<file path="src/design/bsad_pkg.sv">
// Shared types and constants for the block SAD accumulator.
// Has no dependencies; every other design file refers to it by scoped names.
package bsad_pkg;

   localparam int PIX_W       = 8;
   localparam int ROW_LANES   = 16;
   localparam int GROUP_LANES = 4;
   localparam int GROUPS      = ROW_LANES / GROUP_LANES;
   localparam int PART_W      = 10;   // four lanes of up to 255 each
   localparam int ROW_SUM_W   = 12;   // sixteen lanes of up to 255 each
   localparam int SAD_W       = 18;
   localparam int CSR_IDX_W   = 1;
   localparam int CSR_DATA_W  = 7;
   localparam int QUEUE_DEPTH = 4;

   // Register indexes on the configuration port.
   localparam logic [CSR_IDX_W-1:0] CSR_WIDTH_CODE = 1'd0;
   localparam logic [CSR_IDX_W-1:0] CSR_BLOCK_ROWS = 1'd1;

   // Block width codes.
   localparam logic [1:0] WIDTH_4  = 2'd0;
   localparam logic [1:0] WIDTH_8  = 2'd1;
   localparam logic [1:0] WIDTH_16 = 2'd2;

   localparam logic [1:0] WIDTH_CODE_RESET = WIDTH_16;
   localparam logic [6:0] BLOCK_ROWS_RESET = 7'd16;

   typedef struct packed {
      logic [1:0] width_code;
      logic [6:0] block_rows;
   } bsad_cfg_type;

   // One classified row on its way from the front to the back.
   typedef struct packed {
      logic [GROUPS-1:0][PART_W-1:0] part;
      logic                          last;
   } bsad_row_type;

   // Number of lanes selected by a width code; the unused code means full width.
   function automatic logic [4:0] lanes_for_code(input logic [1:0] code);
      logic [4:0] n;
      unique case (code)
         WIDTH_4:  n = 5'd4;
         WIDTH_8:  n = 5'd8;
         default:  n = 5'd16;
      endcase
      return n;
   endfunction

endpackage

</file>
<file path="src/design/bsad_front.sv">
// Front part of the block SAD accumulator: lane differences, group sums and row counting.
// Depends on bsad_pkg for the configuration and row types.
module bsad_front #(
   parameter int LANES    = 16,
   parameter int MAX_ROWS = 64
) (
   input  logic                 clock,
   input  logic                 reset,
   input  logic                 accept,
   input  bsad_pkg::bsad_cfg_type cfg,
   input  logic [63:0]          src_low,
   input  logic [63:0]          src_high,
   input  logic [63:0]          ref_low,
   input  logic [63:0]          ref_high,
   output bsad_pkg::bsad_row_type row
);

   localparam int CW = $clog2(MAX_ROWS);
   localparam int RW = CW + 1;

   logic [CW-1:0] row_count_ff;
   logic [CW-1:0] row_count_in;
   logic [RW-1:0] taken;
   logic [RW-1:0] rows_eff;
   logic [6:0]    rows_raw;
   logic [4:0]    lanes_on;
   logic          last_row;
   logic [127:0]  src_all;
   logic [127:0]  ref_all;
   logic [bsad_pkg::PIX_W-1:0] s_pix [bsad_pkg::ROW_LANES];
   logic [bsad_pkg::PIX_W-1:0] r_pix [bsad_pkg::ROW_LANES];
   logic [bsad_pkg::PIX_W-1:0] diff  [bsad_pkg::ROW_LANES];

   assign src_all  = {src_high, src_low};
   assign ref_all  = {ref_high, ref_low};
   assign lanes_on = bsad_pkg::lanes_for_code(cfg.width_code);

   // Absolute difference per lane, forced to zero where the lane does not count.
   always_comb begin
      for (int i = 0; i < bsad_pkg::ROW_LANES; i++) begin
         s_pix[i] = src_all[bsad_pkg::PIX_W*i +: bsad_pkg::PIX_W];
         r_pix[i] = ref_all[bsad_pkg::PIX_W*i +: bsad_pkg::PIX_W];
         if (5'(i) < lanes_on && i < LANES) begin
            diff[i] = (s_pix[i] >= r_pix[i]) ? (s_pix[i] - r_pix[i]) : (r_pix[i] - s_pix[i]);
         end else begin
            diff[i] = '0;
         end
      end
   end

   always_comb begin
      for (int g = 0; g < bsad_pkg::GROUPS; g++) begin
         row.part[g] = bsad_pkg::PART_W'(diff[4*g])   + bsad_pkg::PART_W'(diff[4*g+1])
                     + bsad_pkg::PART_W'(diff[4*g+2]) + bsad_pkg::PART_W'(diff[4*g+3]);
      end
      row.last = last_row;
   end

   // Rows per block: zero means one, anything above the cap means the cap.
   always_comb begin
      rows_raw = cfg.block_rows;
      if (rows_raw == 7'd0) begin
         rows_raw = 7'd1;
      end else if (rows_raw > 7'(MAX_ROWS)) begin
         rows_raw = 7'(MAX_ROWS);
      end
      rows_eff = rows_raw[RW-1:0];
   end

   assign taken    = {1'b0, row_count_ff} + RW'(1);
   assign last_row = (taken >= rows_eff);

   always_comb begin
      row_count_in = row_count_ff;
      if (accept) begin
         row_count_in = last_row ? '0 : taken[CW-1:0];
      end
   end

   always_ff @(posedge clock) begin
      if (reset) begin
         row_count_ff <= '0;
      end else begin
         row_count_ff <= row_count_in;
      end
   end

`ifndef NO_ASSERTIONS
   a_count_wraps: assert property (@(posedge clock) disable iff (reset)
      accept && row.last |=> row_count_ff == '0)
      else $error("row counter did not clear after the last row of a block");
`endif

endmodule

</file>
<file path="src/design/bsad_queue.sv">
// Short queue of classified rows between the front and the back part.
// Depends on bsad_pkg for the row type.
module bsad_queue #(
   parameter int DEPTH = 4
) (
   input  logic                   clock,
   input  logic                   reset,
   input  logic                   push,
   input  bsad_pkg::bsad_row_type push_row,
   input  logic                   pop,
   output bsad_pkg::bsad_row_type head_row,
   output logic                   not_empty,
   output logic                   full
);

   localparam int PW = (DEPTH > 1) ? $clog2(DEPTH) : 1;
   localparam int NW = $clog2(DEPTH + 1);

   bsad_pkg::bsad_row_type entries_ff [DEPTH];
   logic [PW-1:0] wr_ptr_ff, wr_ptr_in;
   logic [PW-1:0] rd_ptr_ff, rd_ptr_in;
   logic [NW-1:0] count_ff, count_in;

   assign head_row  = entries_ff[rd_ptr_ff];
   assign not_empty = (count_ff != '0);
   assign full      = (count_ff == NW'(DEPTH));

   always_comb begin
      wr_ptr_in = wr_ptr_ff;
      rd_ptr_in = rd_ptr_ff;
      count_in  = count_ff;
      if (push) begin
         wr_ptr_in = (wr_ptr_ff == PW'(DEPTH - 1)) ? '0 : wr_ptr_ff + PW'(1);
      end
      if (pop) begin
         rd_ptr_in = (rd_ptr_ff == PW'(DEPTH - 1)) ? '0 : rd_ptr_ff + PW'(1);
      end
      if (push && !pop) begin
         count_in = count_ff + NW'(1);
      end else if (pop && !push) begin
         count_in = count_ff - NW'(1);
      end
   end

   always_ff @(posedge clock) begin
      if (reset) begin
         wr_ptr_ff <= '0;
         rd_ptr_ff <= '0;
         count_ff  <= '0;
      end else begin
         wr_ptr_ff <= wr_ptr_in;
         rd_ptr_ff <= rd_ptr_in;
         count_ff  <= count_in;
      end
   end

   always_ff @(posedge clock) begin
      if (push) begin
         entries_ff[wr_ptr_ff] <= push_row;
      end
   end

`ifndef NO_ASSERTIONS
   a_no_overflow: assert property (@(posedge clock) disable iff (reset)
      !(push && full))
      else $error("push into a full queue");
   a_no_underflow: assert property (@(posedge clock) disable iff (reset)
      !(pop && !not_empty))
      else $error("pop from an empty queue");
   a_count_bound: assert property (@(posedge clock) disable iff (reset)
      count_ff <= NW'(DEPTH))
      else $error("queue count beyond depth");
`endif

endmodule

</file>
<file path="src/design/bsad_back.sv">
// Back part of the block SAD accumulator: row sum, block accumulator and result register.
// Depends on bsad_pkg for the row type and widths.
module bsad_back (
   input  logic                            clock,
   input  logic                            reset,
   input  logic                            row_ready,
   input  bsad_pkg::bsad_row_type          head_row,
   output logic                            pop,
   output logic                            rsp_valid,
   input  logic                            rsp_stall,
   output logic [bsad_pkg::SAD_W-1:0]      rsp_block_sad
);

   logic [bsad_pkg::SAD_W-1:0]     acc_ff, acc_in;
   logic [bsad_pkg::SAD_W-1:0]     sad_ff, sad_in;
   logic                           valid_ff, valid_in;
   logic [bsad_pkg::ROW_SUM_W-1:0] row_sum;
   logic [bsad_pkg::SAD_W-1:0]     sum;

   // A row that ends a block needs the result register free; others always pass.
   assign pop = row_ready && (!head_row.last || !valid_ff || !rsp_stall);

   assign row_sum = bsad_pkg::ROW_SUM_W'(head_row.part[0]) + bsad_pkg::ROW_SUM_W'(head_row.part[1])
                  + bsad_pkg::ROW_SUM_W'(head_row.part[2]) + bsad_pkg::ROW_SUM_W'(head_row.part[3]);
   assign sum     = acc_ff + bsad_pkg::SAD_W'(row_sum);

   always_comb begin
      acc_in   = acc_ff;
      sad_in   = sad_ff;
      valid_in = valid_ff && rsp_stall;
      if (pop) begin
         if (head_row.last) begin
            acc_in   = '0;
            sad_in   = sum;
            valid_in = 1'b1;
         end else begin
            acc_in = sum;
         end
      end
   end

   always_ff @(posedge clock) begin
      if (reset) begin
         acc_ff   <= '0;
         valid_ff <= 1'b0;
      end else begin
         acc_ff   <= acc_in;
         valid_ff <= valid_in;
      end
   end

   always_ff @(posedge clock) begin
      sad_ff <= sad_in;
   end

   assign rsp_valid     = valid_ff;
   assign rsp_block_sad = sad_ff;

`ifndef NO_ASSERTIONS
   a_last_shows: assert property (@(posedge clock) disable iff (reset)
      pop && head_row.last |=> valid_ff && acc_ff == '0)
      else $error("block end did not load the result register");
`endif

endmodule

</file>
<file path="src/design/block_sad_accumulator.sv">
// Top level of the block SAD accumulator: configuration registers and the three parts.
// Depends on bsad_pkg, bsad_front, bsad_queue and bsad_back.
//
//   channel   | handshake             | payload
//   ----------+-----------------------+------------------------------------------
//   request   | req_valid / req_stall | req_src_low/high, req_ref_low/high (64b)
//   response  | rsp_valid / rsp_stall | rsp_block_sad (18b)
//   config    | csr_write             | csr_index (1b), csr_wdata (7b)
//
// One row transaction is taken per cycle while the queue has space; the lane subtractors and
// group adders sit in front of the row queue, and the back part folds one queued row into the
// accumulator per cycle unless a block end waits; the total is registered behind the queue.
// Reset is synchronous and restores the width and row registers and clears the row
// counter, the queue and the accumulator. A stalled response holds the result register;
// rows still flow into the accumulator until a second block end waits on it, and the
// request side stalls only when the four-entry queue is full.
module block_sad_accumulator #(
   parameter int LANES    = 16,
   parameter int MAX_ROWS = 64
) (
   input  logic                                  clock,
   input  logic                                  reset,
   input  logic                                  req_valid,
   output logic                                  req_stall,
   input  logic [63:0]                           req_src_low,
   input  logic [63:0]                           req_src_high,
   input  logic [63:0]                           req_ref_low,
   input  logic [63:0]                           req_ref_high,
   output logic                                  rsp_valid,
   input  logic                                  rsp_stall,
   output logic [bsad_pkg::SAD_W-1:0]            rsp_block_sad,
   input  logic                                  csr_write,
   input  logic [bsad_pkg::CSR_IDX_W-1:0]        csr_index,
   input  logic [bsad_pkg::CSR_DATA_W-1:0]       csr_wdata
);

   bsad_pkg::bsad_cfg_type cfg_ff, cfg_in;
   bsad_pkg::bsad_row_type front_row;
   bsad_pkg::bsad_row_type head_row;
   logic req_accept;
   logic queue_full;
   logic queue_not_empty;
   logic queue_pop;

   // Configuration writes land immediately; the width code keeps its two low bits.
   always_comb begin
      cfg_in = cfg_ff;
      if (csr_write) begin
         unique case (csr_index)
            bsad_pkg::CSR_WIDTH_CODE: cfg_in.width_code = csr_wdata[1:0];
            bsad_pkg::CSR_BLOCK_ROWS: cfg_in.block_rows = csr_wdata;
            default:                  cfg_in = cfg_ff;
         endcase
      end
   end

   always_ff @(posedge clock) begin
      if (reset) begin
         cfg_ff.width_code <= bsad_pkg::WIDTH_CODE_RESET;
         cfg_ff.block_rows <= bsad_pkg::BLOCK_ROWS_RESET;
      end else begin
         cfg_ff <= cfg_in;
      end
   end

   // The request side waits only on queue space.
   assign req_stall  = queue_full;
   assign req_accept = req_valid && !queue_full;

   bsad_front #(
      .LANES    (LANES),
      .MAX_ROWS (MAX_ROWS)
   ) u_front (
      .clock    (clock),
      .reset    (reset),
      .accept   (req_accept),
      .cfg      (cfg_ff),
      .src_low  (req_src_low),
      .src_high (req_src_high),
      .ref_low  (req_ref_low),
      .ref_high (req_ref_high),
      .row      (front_row)
   );

   bsad_queue #(
      .DEPTH (bsad_pkg::QUEUE_DEPTH)
   ) u_queue (
      .clock     (clock),
      .reset     (reset),
      .push      (req_accept),
      .push_row  (front_row),
      .pop       (queue_pop),
      .head_row  (head_row),
      .not_empty (queue_not_empty),
      .full      (queue_full)
   );

   bsad_back u_back (
      .clock         (clock),
      .reset         (reset),
      .row_ready     (queue_not_empty),
      .head_row      (head_row),
      .pop           (queue_pop),
      .rsp_valid     (rsp_valid),
      .rsp_stall     (rsp_stall),
      .rsp_block_sad (rsp_block_sad)
   );

`ifndef NO_ASSERTIONS
   a_stall_means_full: assert property (@(posedge clock) disable iff (reset)
      req_stall |-> !queue_pop || queue_not_empty)
      else $error("request stalled with a pop from an empty queue");
`endif

endmodule

</file>
<file path="config.mk">
export PLATFORM = sky130hd
export DESIGN_NAME = block_sad_accumulator
export DESIGN_NICKNAME = d
export VERILOG_FILES = /design/src/design/bsad_pkg.sv /design/src/design/bsad_front.sv /design/src/design/bsad_queue.sv /design/src/design/bsad_back.sv /design/src/design/block_sad_accumulator.sv
export SDC_FILE = /design/constraint.sdc
export NUM_CORES = 1
export LEC_CHECK = 0
export BUFFER_PORTS_ARGS = -buffer_cell sky130_fd_sc_hd__buf_2
export CORE_MARGIN = 1
export CORE_UTILIZATION = 25
export CTS_BUF_LIST = sky130_fd_sc_hd__clkbuf_4 sky130_fd_sc_hd__clkbuf_8
export DETAILED_ROUTE_END_ITERATION = 16
export PLACE_DENSITY = 0.53
export SYNTH_ARGS = -nofsm -noshare
export SYNTH_HDL_FRONTEND = slang
export SYNTH_HIERARCHICAL = 1
export SYNTH_SLANG_ARGS = --single-unit
</file>
<file path="constraint.sdc">
create_clock -name clock -period 5.39 [get_ports clock]
set_input_delay 0.2695 -clock clock [delete_from_list [all_inputs] [get_ports clock]]
set_output_delay 0.2695 -clock clock [all_outputs]
set_load 0.01 [all_outputs]
</file>
# Word level (Yosys, flattened, before mapping)
# Memory sizes are Yosys's and may differ from the RTL's. A register that Yosys moved wholly into a read port is not among the register bits.
# Cells that the tools add are included.
[totals]
regBits = 59
ram_bits = 164
input_bits = 269
output_inout_bits = 20
word_cells = 169
mem_count = 1
[mem_list]
columns = ["name", "depth", "word_bits", "read_ports", "rd_ports_with_merged_regs", "wr", "line", "source"]
rows = [
  ["u_queue.entries_ff", 4, 41, 1, 1, 1, "bsad_queue.sv:19", "bsad_pkg::bsad_row_type entries_ff [DEPTH];"],
]
[classes]
addsub = 53
n_lt_le_gt_ge = 34
n_eq_ne = 4
mux = 47
n_bitwise = 1
reduce_logical = 20
[ops]
columns = ["operator", "n"]
rows = [
  ["2-to-1 mux 8 bit", 32],
  ["subtractor 8 bit", 32],
  [">= comparator 8 bit", 16],
  ["adder 10 x 8 -> 10 bit", 8],
  ["< comparator 4 x 5 -> 1 bit (first input constant)", 8],
  ["adder 8 x 8 -> 9 bit", 4],
  ["adder 12 x 10 -> 12 bit", 2],
  ["< comparator 3 x 5 -> 1 bit (first input constant)", 4],
  ["adder 18 x 12 -> 18 bit", 1],
  ["2-to-1 mux 18 bit", 1],
  ["2-to-1 mux 7 bit", 2],
  ["adder 10 x 10 -> 11 bit", 1],
  ["< comparator 1 x 5 -> 1 bit (first input constant)", 2],
  ["< comparator 2 x 5 -> 1 bit (first input constant)", 2],
  ["one-hot mux 5 bit (2 select lines)", 1],
  ["2-to-1 mux 2 bit", 4],
  ["adder 6 x 1 -> 7 bit (second input constant)", 1],
  [">= comparator 7 bit", 1],
  ["> comparator 7 bit (second input constant)", 1],
  ["zero test 7 bit", 1],
  ["zero test 1 bit", 6],
  ["2-to-1 mux 3 bit", 2],
  ["2-to-1 mux 6 bit", 1],
  ["AND reduction 2 bit", 3],
  ["other kinds (13)", 23],
]

# Logic depth before layout (Yosys ltp)
# Gate-level depths: netlist (run 1).
[logic_depth]
ltp_word = 7
depth_mapped = 22
ltp_nobuf = 21

# Cells and area by module
# The synthesis (run 1) kept the hierarchy.
[by_module_without_submodules]
columns = ["mod", "n_inst", "cells_per_inst", "area_per_inst_um2", "seq_area_each_um2"]
rows = [
  ["bsad_front", 1, 1840, 13995.9, 120.1],
  ["bsad_queue", 1, 259, 6408.6, 5104.9],
  ["bsad_back", 1, 318, 3000.4, 920.9],
  ["block_sad_accumulator", 1, 41, 392.9, 180.2],
]

# Worst setup path before layout (run 1)
# Ideal clock, no wire load.
[synth_timing]
kind = "input to register"
startpoint = "input req_src_low[16]"
endpoint = "memory u_queue/entries_ff[0][10] (netlist bit) (data pin)"
setup_ns = 0.288
t_arrival_ns = 4.429
t_required_ns = 5.102
path_slack_ns = 0.673
path_stages = 18
path_buffers = 0
path_cell_list = "inv_1 -> ha_1 -> inv_1 -> fa_1 -> a21o_1 -> a21oi_2 -> a21oi_2 -> a211oi_4 -> mux2_2 -> fa_1 -> fa_1 -> ha_1 -> fa_1 -> a21o_1 -> a21oi_1 -> o21bai_1 -> a21oi_1 -> o21ai_0"
[synth_lines]
columns = ["item", "line", "source"]
rows = [
  ["start: declaration", "block_sad_accumulator.sv:25", "input logic [63:0] req_src_low,"],
  ["end: declaration", "bsad_queue.sv:19", ""],
]

==> results of run 1 <==
## path summary, 6_finish.rpt
path	startpoint	to	slack [ns]	cells past startpoint
min reg2reg	u_back/acc_ff[0]	u_back/acc_ff[0]	0.46	2
min	csr_wdata[0]	cfg_ff[7]	0.06	3
max	register	u_back/rsp_block_sad[7]	0.55	13
max reg2reg	register	u_back/rsp_block_sad[7]	0.55	13
## cells in the mapped netlist, types with 5 or more instances
| master | n |
|---|---|
| mux2i_1 | 84 |
| a31oi_1 | 10 |
| o21ai_0 | 88 |
| a21o_1 | 84 |
| a211oi_1 | 38 |
| dfxtp_1 | 43 |
| mux4_2 | 40 |
| o21bai_1 | 29 |
| a21oi_1 | 203 |
| xor2_1 | 40 |
| fa_1 | 126 |
| a221o_1 | 7 |
| buf_2 | 30 |
| nor3_1 | 6 |
| a21oi_2 | 6 |
| o21ai_1 | 5 |
| o221a_2 | 10 |
| clkbuf_2 | 6 |
| clkbuf_1 | 37 |
| nand2_1 | 108 |
| a221oi_1 | 26 |
| inv_1 | 483 |
| a21boi_0 | 10 |
| and2_1 | 31 |
| edfxtp_1 | 182 |
| nor2_1 | 91 |
| o22a_1 | 24 |
| nand3_1 | 22 |
| nand2b_1 | 29 |
| and4_1 | 13 |
| xnor2_1 | 65 |
| nand4_1 | 30 |
| nand3b_1 | 6 |
| buf_6 | 9 |
| buf_4 | 8 |
| ha_1 | 307 |
| nor2b_1 | 29 |
## through the flow
stage                     hold WS, ns  utilization (%)  std cells
after global placement          0.444             28.2       3930
final                          0.0635             29.2       4016
after detailed placement        0.455             28.2       3930
after CTS                      0.0346             29.2       4013
after global routing           0.0826             29.2       4016
after floorplan                 0.339                -       2458
## metal layers
layer  global-route usage, %  wire (microns)
met1                    15.4           26900
met2                    21.6           29200
met3                    1.26            1670
met4                    2.36             759
met5                       0               0
## sequential cells by signal, indices dropped and copies added (netlist names), named ones only
name and flops:
u_queue/count_ff 3, u_back/rsp_valid 1, u_back/acc_ff 18, u_front/row_count_ff 6
u_queue/entries_ff 164, u_back/rsp_block_sad 18, cfg_ff 9, u_queue/rd_ptr_ff 2
u_queue/wr_ptr_ff 2
## kinds of logic (layout without fill, tap and decap cells)
family | after synthesis | in the layout | share of synthesized area (%)
buffers and inverters | 579 | 880 | 10.0
and+or+nand+nor | 388 | 388 | 8.26
AOI/OAI and AO/OA | 599 | 599 | 16.9
other | 0 | 3 | 0
muxes | 129 | 129 | 7.62
DFF | 225 | 225 | 26.6
xor gates and xnor gates | 105 | 105 | 3.86
adders and majority gates | 433 | 433 | 26.7
## critical path, stage by stage, from the launching register on
cell and delay, ns:
dfxtp_2 0.53, buf_4 0.36, mux4_2 0.56, inv_1 0.11, fa_1 0.40, inv_1 0.10
fa_1 0.41, inv_1 0.08, fa_1 0.46, fa_1 0.47, nand2b_1 0.24, a211oi_1 0.47
o21ai_0 0.18, and2_1 0.21
## timing repair
item / in CTS / in global routing
hold buffers: 7 / 0
hold endpoints to repair: 8 / 0
endpoints found under the setup margin: 0 / 0
resized for setup: 0 / 0
## layout make-up
cell class	instances	share of cell area [%]
Multi-Input combinational cell	1654	55.2
Sequential cell	225	23.1
Inverter	483	6.63
Timing Repair Buffer	321	6.33
Tap cell	1254	5.73
Clock buffer	50	2.33
Clock inverter	26	0.627
Antenna cell	3	0.0274
==> metrics.md, run 1 <==
| Metric | Value |
|---|---|
| Number of design-rule violations left by the first detailed-router iteration | 718 |
| Site Rows | 112 |
| Buffer type at the clock tree root | clkbuf_8 |
| Syn Nets | 3,160 |
| Vias per std cell | 4.46 |
| Critical Path RT | 5.70 ns |
| Synthesized area | 23,800 sq um |
| Fraction of the cycle the final worst path needs | 89.8% |
| Maximum buffer depth of the clock tree | 3 |
| H-tree level count | 2 |
| Overall via count from detail_route | 17,900 |
| DIE AREA | 96,400 sq um |
| Final setup slack of the worst path | 0.552 ns |
| Worst-skew pair later-pin latency | 0.59 ns |
| ANT nets after route | 0 |
| Post-route cell area | 27,400 sq um |
| Starting Density | 25.4% |
| EDFF count, synth | 182 |
| Max-slew violation count | 0 |
| Routed Wire Length | 58.6 mm |
| Layout Nets | 3,428 |
| Global-route usage over all layers | 12.0% |
| Area contributors post-synth | edfxtp_1 23%, ha_1 16%, fa_1 11% |
| Max capacitance violation total | 0 |
| Worst Setup Start Kind | register |
| Die Span X | 311 microns |
| Number of standard cells after synthesis | 2,458 |
| DRC violation count after routing | 0 |
| Slew @ Worst Pin | 0.847 ns |
| Share of the yosys chip area belonging to registers | 26.6% |
| Kind of end point of the critical path | register |
| Number of antenna violations at the first check in global routing | 5 |
| Crit path arrival time | 5.15 ns |
| Total congestion overflow after global routing | 0 |
| Number of buffers created by CTS | 41 |
| Number of iterations in the first detailed-routing pass | 5 |
| Flops & latches, synth | 225 |
| Classification of the worst-slack hold path | input port to register |
| Core region area | 93,700 sq um |
| WL/cell | 14.6 microns |
| Die boundary height | 311 microns |
| Clock tree from TritonCTS | yes |
| Final GP Congestion | 0.837 |
| Commonest non-fill, non-tap cell in the layout | inv_1 |
| Layout cells sized above 1 | 17.1% |
| Final setup skew | 0.0253 ns |
| Cell type contributing the most total cell area after synthesis | edfxtp_1 |
| IO Count | 289 |
| Maximum net fanout on the critical path | 13 |
| Setup slack after placement | 0.202 ns |
| Number of buffers inserted by port buffering | 288 |
| Accumulated negative setup slack | 0 ns |
| Maximum number of pins on one net before global-route repair | 71 |
| First-pass GRT wire length | 94.2 mm |
| Most used flip-flop cell after synthesis | edfxtp_1 |
| Sink count of the clock tree | 225 |
| Setup-failing EPs final | 0 |
| Post-detailed-placement half-perimeter wirelength | 48.8 mm |
| Reg area | 6330 sq um |
| Commonest non-fill, non-tap cells in the layout | 483 x inv_1, 307 x ha_1, 288 x buf_2 |
| Instance area at placement | 26,500 sq um |
| Unrepaired setup endpoints after global routing | false |
| Synthesized area per cell | 9.68 sq um |
| Status | finished, final reports clean |
| Maximum clock rate | 207 MHz |
| Fill cell count | 9,940 |
| Clock transition time at the flip-flop clock pins of the worst setup and hold paths | 0.06 ns |
| Final number of hold-violating endpoints | 0 |
| Number of distinct library cells after synthesis | 80 |
| Area growth from synthesis to final layout | 15.0% |
| Post-synth top area share | 23.0% |
| Setup fix buffers added after clock tree synthesis | 0 |
| Critical Setup Path Class | register to register |
| Worst relative slew slack | 43.3% |
| Async set-reset flop share out of synthesis | 0% |
| Multi-input gate area | 15,100 sq um |
| Synth warn | 6 |
| Time the final worst path needs with I/O delays and setup | 4.84 ns |
| Via count of the first global-routing pass | 18,146 |
Power of run 1 is not shown: default switching activity piles up to over one toggle a cycle in this logic, so the estimate is an artifact.
==> run 2, diff against run 1 <==
- REMOVE_ABC_BUFFERS: unset -> 1
==> metrics.md, run 2 (synthesized netlist as in run 1, its figures left out) <==
| Metric | Value |
|---|---|
| Instance area at placement | 26,400 sq um |
| ANT nets after route | 0 |
| Stage delay of the slowest cell on the critical path | 0.54 ns |
| Number of buffers created by CTS | 41 |
| Library cell contributing the largest single delay on the critical path | mux4_2 |
| Post-route cell area | 27,400 sq um |
| Commonest non-fill, non-tap cells in the layout | 483 x inv_1, 307 x ha_1, 288 x buf_2 |
| Number of buffers inserted by port buffering | 288 |
| Commonest non-fill, non-tap cell in the layout | inv_1 |
| DRC violation count after routing | 0 |
| Max capacitance violation total | 0 |
| Resized Gates After CTS | 0 |
| Core region area | 93,700 sq um |
| Number of placed cells counting well taps | 3,928 |
| Die boundary height | 311 microns |
| Max reg flops | 164 |
| Min-Delay Path Depth | 3 |
| Time the final worst path needs with I/O delays and setup | 4.81 ns |
| CP cell instances | buf_4, mux4_2, inv_1, fa_1, inv_1, fa_1, inv_1, fa_1, fa_1, nand2b_1, a211oi_1, o31ai_2, xnor2_1, a22o_1 |
| Unrepaired setup endpoints after global routing | false |
| Final setup skew | 0.0411 ns |
| H-tree level count | 2 |
| CP dominant cell by count | fa_1 |
| Worst relative slew slack | 39.1% |
| Critical Path RT | 5.90 ns |
| Worst Setup Start Kind | register |
| Worst-skew pair later-pin latency | 0.60 ns |
| Number of iterations in the first detailed-routing pass | 5 |
| IO Count | 289 |
| Number of antenna violations at the first check in global routing | 4 |
| Accumulated negative setup slack | 0 ns |
| Total congestion overflow after global routing | 0 |
| Post-detailed-placement half-perimeter wirelength | 48.3 mm |
| Maximum number of pins on one net before global-route repair | 42 |
| Classification of the worst-slack hold path | input port to register |
| Max-slew violation count | 0 |
| Setup-failing EPs final | 0 |
| Maximum net fanout on the critical path | 11 |
| Post-route insts no fill | 4,011 |
| Slew @ Worst Pin | 0.910 ns |
| Global-route usage over all layers | 12.0% |
| Fraction of the cycle the final worst path needs | 89.2% |
| Final setup slack of the worst path | 0.581 ns |
| Number of design-rule violations left by the first detailed-router iteration | 786 |
| Crit path arrival time | 5.32 ns |
| Final number of hold-violating endpoints | 0 |
| Layout Nets | 3,427 |
| Length in cells of the worst reg-to-reg path | 14 |
| Buffer type at the clock tree root | clkbuf_8 |
| Starting Density | 25.4% |
| Vias per std cell | 4.44 |
| DIE AREA | 96,400 sq um |
| Clock transition time at the flip-flop clock pins of the worst setup and hold paths | 0.06 ns |
| Status | finished, final reports clean |
| Maximum buffer depth of the clock tree | 3 |
| Area growth from synthesis to final layout | 15.0% |
| Critical Setup Path Class | register to register |
| Site Rows | 112 |
| Setup fix buffers added after clock tree synthesis | 0 |
| Sink count of the clock tree | 225 |
| Setup slack after placement | 0.198 ns |
| First-pass GRT wire length | 94.8 mm |
| Overall via count from detail_route | 17,814 |
| Final GP Congestion | 0.838 |
| Maximum clock rate | 208 MHz |
| Top reg by flops | u_queue/entries_ff |
| WL/cell | 14.7 microns |
| Layout cells sized above 1 | 17.1% |
| Die Span X | 311 microns |
| Clock tree from TritonCTS | yes |
| Routed Wire Length | 58.9 mm |
| Kind of end point of the critical path | register |
| Via count of the first global-routing pass | 18,141 |
[run 2: cell types whose count changed in the layout (fill, tap and decap cells not counted), sizes merged]
cell / previous run / this run
clkbuf: 50 / 56
dlygate4sd3: 7 / 8
bufinv: 1 / 3
diode: 3 / 2
clkinvlp: 2 / 0
clkinv: 21 / 12
buf: 314 / 312
[run 2: layout make-up]
class / count / area, sq um
Antenna cell: 2 / 5.00
Sequential cell: 225 / 6330
Inverter: 483 / 1810
Multi-Input combinational cell: 1654 / 15100
Fill cell: 9899 / 66400
Clock inverter: 17 / 185
Tap cell: 1254 / 1570
Clock buffer: 56 / 677
Timing Repair Buffer: 320 / 1700
[run 2: what timing repair did]
item | CTS | global route
setup endpoints to repair | 0 | 0
hold buffers | 8 | 0
hold endpoints to repair | 10 | 0
[run 2: metrics by stage]
step,util [%],hold WS (ns)
after floorplan,-,0.339
after global placement,28.2,0.445
after detailed placement,28.2,0.462
after CTS,29.2,0.0292
after global routing,29.2,0.0682
final,29.2,0.0953
[run 2: routing by layer]
metal	up-vias	part of all wire [%]	global-route usage, %
met4	2	1.2	2.30
met3	53	2.8	1.28
li1	8971	-	-
met1	8507	46	15.5
met2	281	50	21.5
met5	-	0.017	0
[run 2: critical path: cells and delay by family (launching register included)]
family                   cells  cell delay (ns)
adder cells (fa/ha/maj)      4             1.76
XOR/XNOR                     1             0.30
flip-flops                   1             0.52
AO/OA/AOI/OAI                3             0.73
buffers and inverters        4             0.66
AND/OR/NAND/NOR              1             0.23
multiplexers                 1             0.54
[run 2: final timing paths]
path,start,end,slack [ns]
hold / removal,csr_index,cfg_ff[1],0.1
setup reg to reg,register,u_back/acc_ff[9],0.58
hold reg to reg,u_back/acc_ff[3],u_back/acc_ff[3],0.47
setup / recovery,register,u_back/acc_ff[9],0.58
Power of run 2 is left out for the same reason.
==> run 3, diff against run 2 <==
- CORE_MARGIN: 1 -> unset
- CTS_BUF_LIST: sky130_fd_sc_hd__clkbuf_4 sky130_fd_sc_hd__clkbuf_8 -> unset
- REMOVE_ABC_BUFFERS: 1 -> unset
==> metrics.md, run 3 (synthesized netlist as in run 1, its figures left out) <==
| Metric | Value |
|---|---|
| Starting Density | 25.4% |
| Status | finished, final reports clean |
| DRC violation count after routing | 0 |
| Site Rows | 112 |
| Total congestion overflow after global routing | 0 |
| Routed Wire Length | 58.3 mm |
| Final number of hold-violating endpoints | 0 |
| Final setup skew | 0.0363 ns |
| Crit path arrival time | 5.12 ns |
| Kind of end point of the critical path | register |
| Maximum buffer depth of the clock tree | 3 |
| Die Span X | 311 microns |
| Critical Setup Path Class | register to register |
| Buffer type at the clock tree root | clkbuf_16 |
| WL/cell | 14.6 microns |
| Post-route insts no fill | 3,988 |
| WL met3 | 1.68 mm |
| Worst-skew pair later-pin latency | 0.56 ns |
| Detailed-route wire length on metal 1 | 26.7 mm |
| Layout cells sized above 1 | 16.5% |
| Slew @ Worst Pin | 0.882 ns |
| Critical Path RT | 5.70 ns |
| Number of buffers created by CTS | 27 |
| Commonest non-fill, non-tap cell in the layout | inv_1 |
| Top reg by flops | u_queue/entries_ff |
| Resized Gates After CTS | 0 |
| Final setup slack of the worst path | 0.574 ns |
| Max reg flops | 164 |
| Layout Nets | 3,414 |
| ANT nets after route | 0 |
| Commonest non-fill, non-tap cells in the layout | 483 x inv_1, 307 x ha_1, 288 x buf_2 |
| Met2 layer wire length in the routed design | 29.2 mm |
| Number of placed cells counting well taps | 3,930 |
| Fraction of the cycle the final worst path needs | 89.4% |
| Final GP Congestion | 0.837 |
| Setup fix buffers added after clock tree synthesis | 0 |
| Area growth from synthesis to final layout | 15.6% |
| Die boundary height | 311 microns |
| Global-route usage over all layers | 11.9% |
| Max-slew violation count | 0 |
| Setup-failing EPs final | 0 |
| Instance area at placement | 26,500 sq um |
| Unrepaired setup endpoints after global routing | false |
| Max capacitance violation total | 0 |
| Min-Delay Path Depth | 3 |
| Number of antenna violations at the first check in global routing | 5 |
| IO Count | 289 |
| Maximum clock rate | 208 MHz |
| Clock transition time at the flip-flop clock pins of the worst setup and hold paths | 0.06 ns |
| Vias per std cell | 4.47 |
| Number of hold buffers added after CTS | 7 |
| Worst Setup Start Kind | register |
| Post-route cell area | 27,500 sq um |
| Overall via count from detail_route | 17,834 |
| Sink count of the clock tree | 225 |
| Time the final worst path needs with I/O delays and setup | 4.82 ns |
| Number of design-rule violations left by the first detailed-router iteration | 704 |
| H-tree level count | 1 |
| Max layer used | met4 |
| Reg area | 6330 sq um |
| Setup slack after placement | 0.202 ns |
| DIE AREA | 96,400 sq um |
| Maximum number of pins on one net before global-route repair | 71 |
| Post-detailed-placement half-perimeter wirelength | 48.8 mm |
| Accumulated negative setup slack | 0 ns |
| Via count of the first global-routing pass | 17,974 |
| Worst relative slew slack | 41.0% |
| Number of iterations in the first detailed-routing pass | 5 |
| Length in cells of the worst reg-to-reg path | 13 |
| Maximum net fanout on the critical path | 13 |
| Multi-input gate area | 15,100 sq um |
| Number of buffers inserted by port buffering | 288 |
| Core region area | 93,700 sq um |
| Clock tree from TritonCTS | yes |
| Classification of the worst-slack hold path | input port to register |
| Fill cell count | 9,899 |
| First-pass GRT wire length | 93.9 mm |
-- run 3: cell count changes in the layout (fill, tap and decap cells not counted), moves of 2 or more --
cell / previous run / this run
buf_12: 0 / 2
bufinv_16: 3 / 5
clkbuf_1: 0 / 3
clkbuf_16: 0 / 27
clkbuf_4: 15 / 0
clkbuf_8: 41 / 2
clkinv_1: 6 / 1
clkinvlp_4: 0 / 3
inv_6: 0 / 2
-- run 3: path summary, 6_finish.rpt --
kind	from	endpoint	slack, ns
worst max-delay path	register	u_back/rsp_block_sad[7]	0.57
worst min-delay path	csr_wdata[0]	cfg_ff[0]	0.10
worst max register to register	register	u_back/rsp_block_sad[7]	0.57
worst min register to register	u_back/acc_ff[0]	u_back/acc_ff[0]	0.46
-- run 3: routing by layer --
metal	vias to the layer above	GRT usage, %
met3	52	1.04
li1	8936	-
met1	8536	15.5
met5	-	0
met4	0	2.08
met2	310	21.5
-- run 3: metrics by stage --
step | hold WS (ns) | util (%)
after floorplan | 0.339 | -
after global placement | 0.444 | 28.2
after detailed placement | 0.455 | 28.2
after CTS | 0.0965 | 29.3
after global routing | 0.131 | 29.3
final | 0.105 | 29.3
-- run 3: area by class of cell --
cell class / instances / share of cell area [%]
timing repair buffer: 321 / 6.30
tap: 1254 / 5.70
sequential: 225 / 23.0
antenna: 3 / 0.0273
multi-input combinational: 1654 / 54.9
clock buffer: 32 / 2.60
clock inverter: 16 / 0.873
inverter: 483 / 6.59
-- run 3: critical path, stage by stage (launching register included) --
cell      delay [ns]
dfxtp_2         0.53
buf_4           0.36
mux4_2          0.57
inv_1           0.11
fa_1            0.40
inv_1           0.09
fa_1            0.41
inv_1           0.08
fa_1            0.46
fa_1            0.47
nand2b_1        0.24
a211oi_1        0.48
o21ai_0         0.18
and2_1          0.21
Power of run 3 is left out for the same reason.
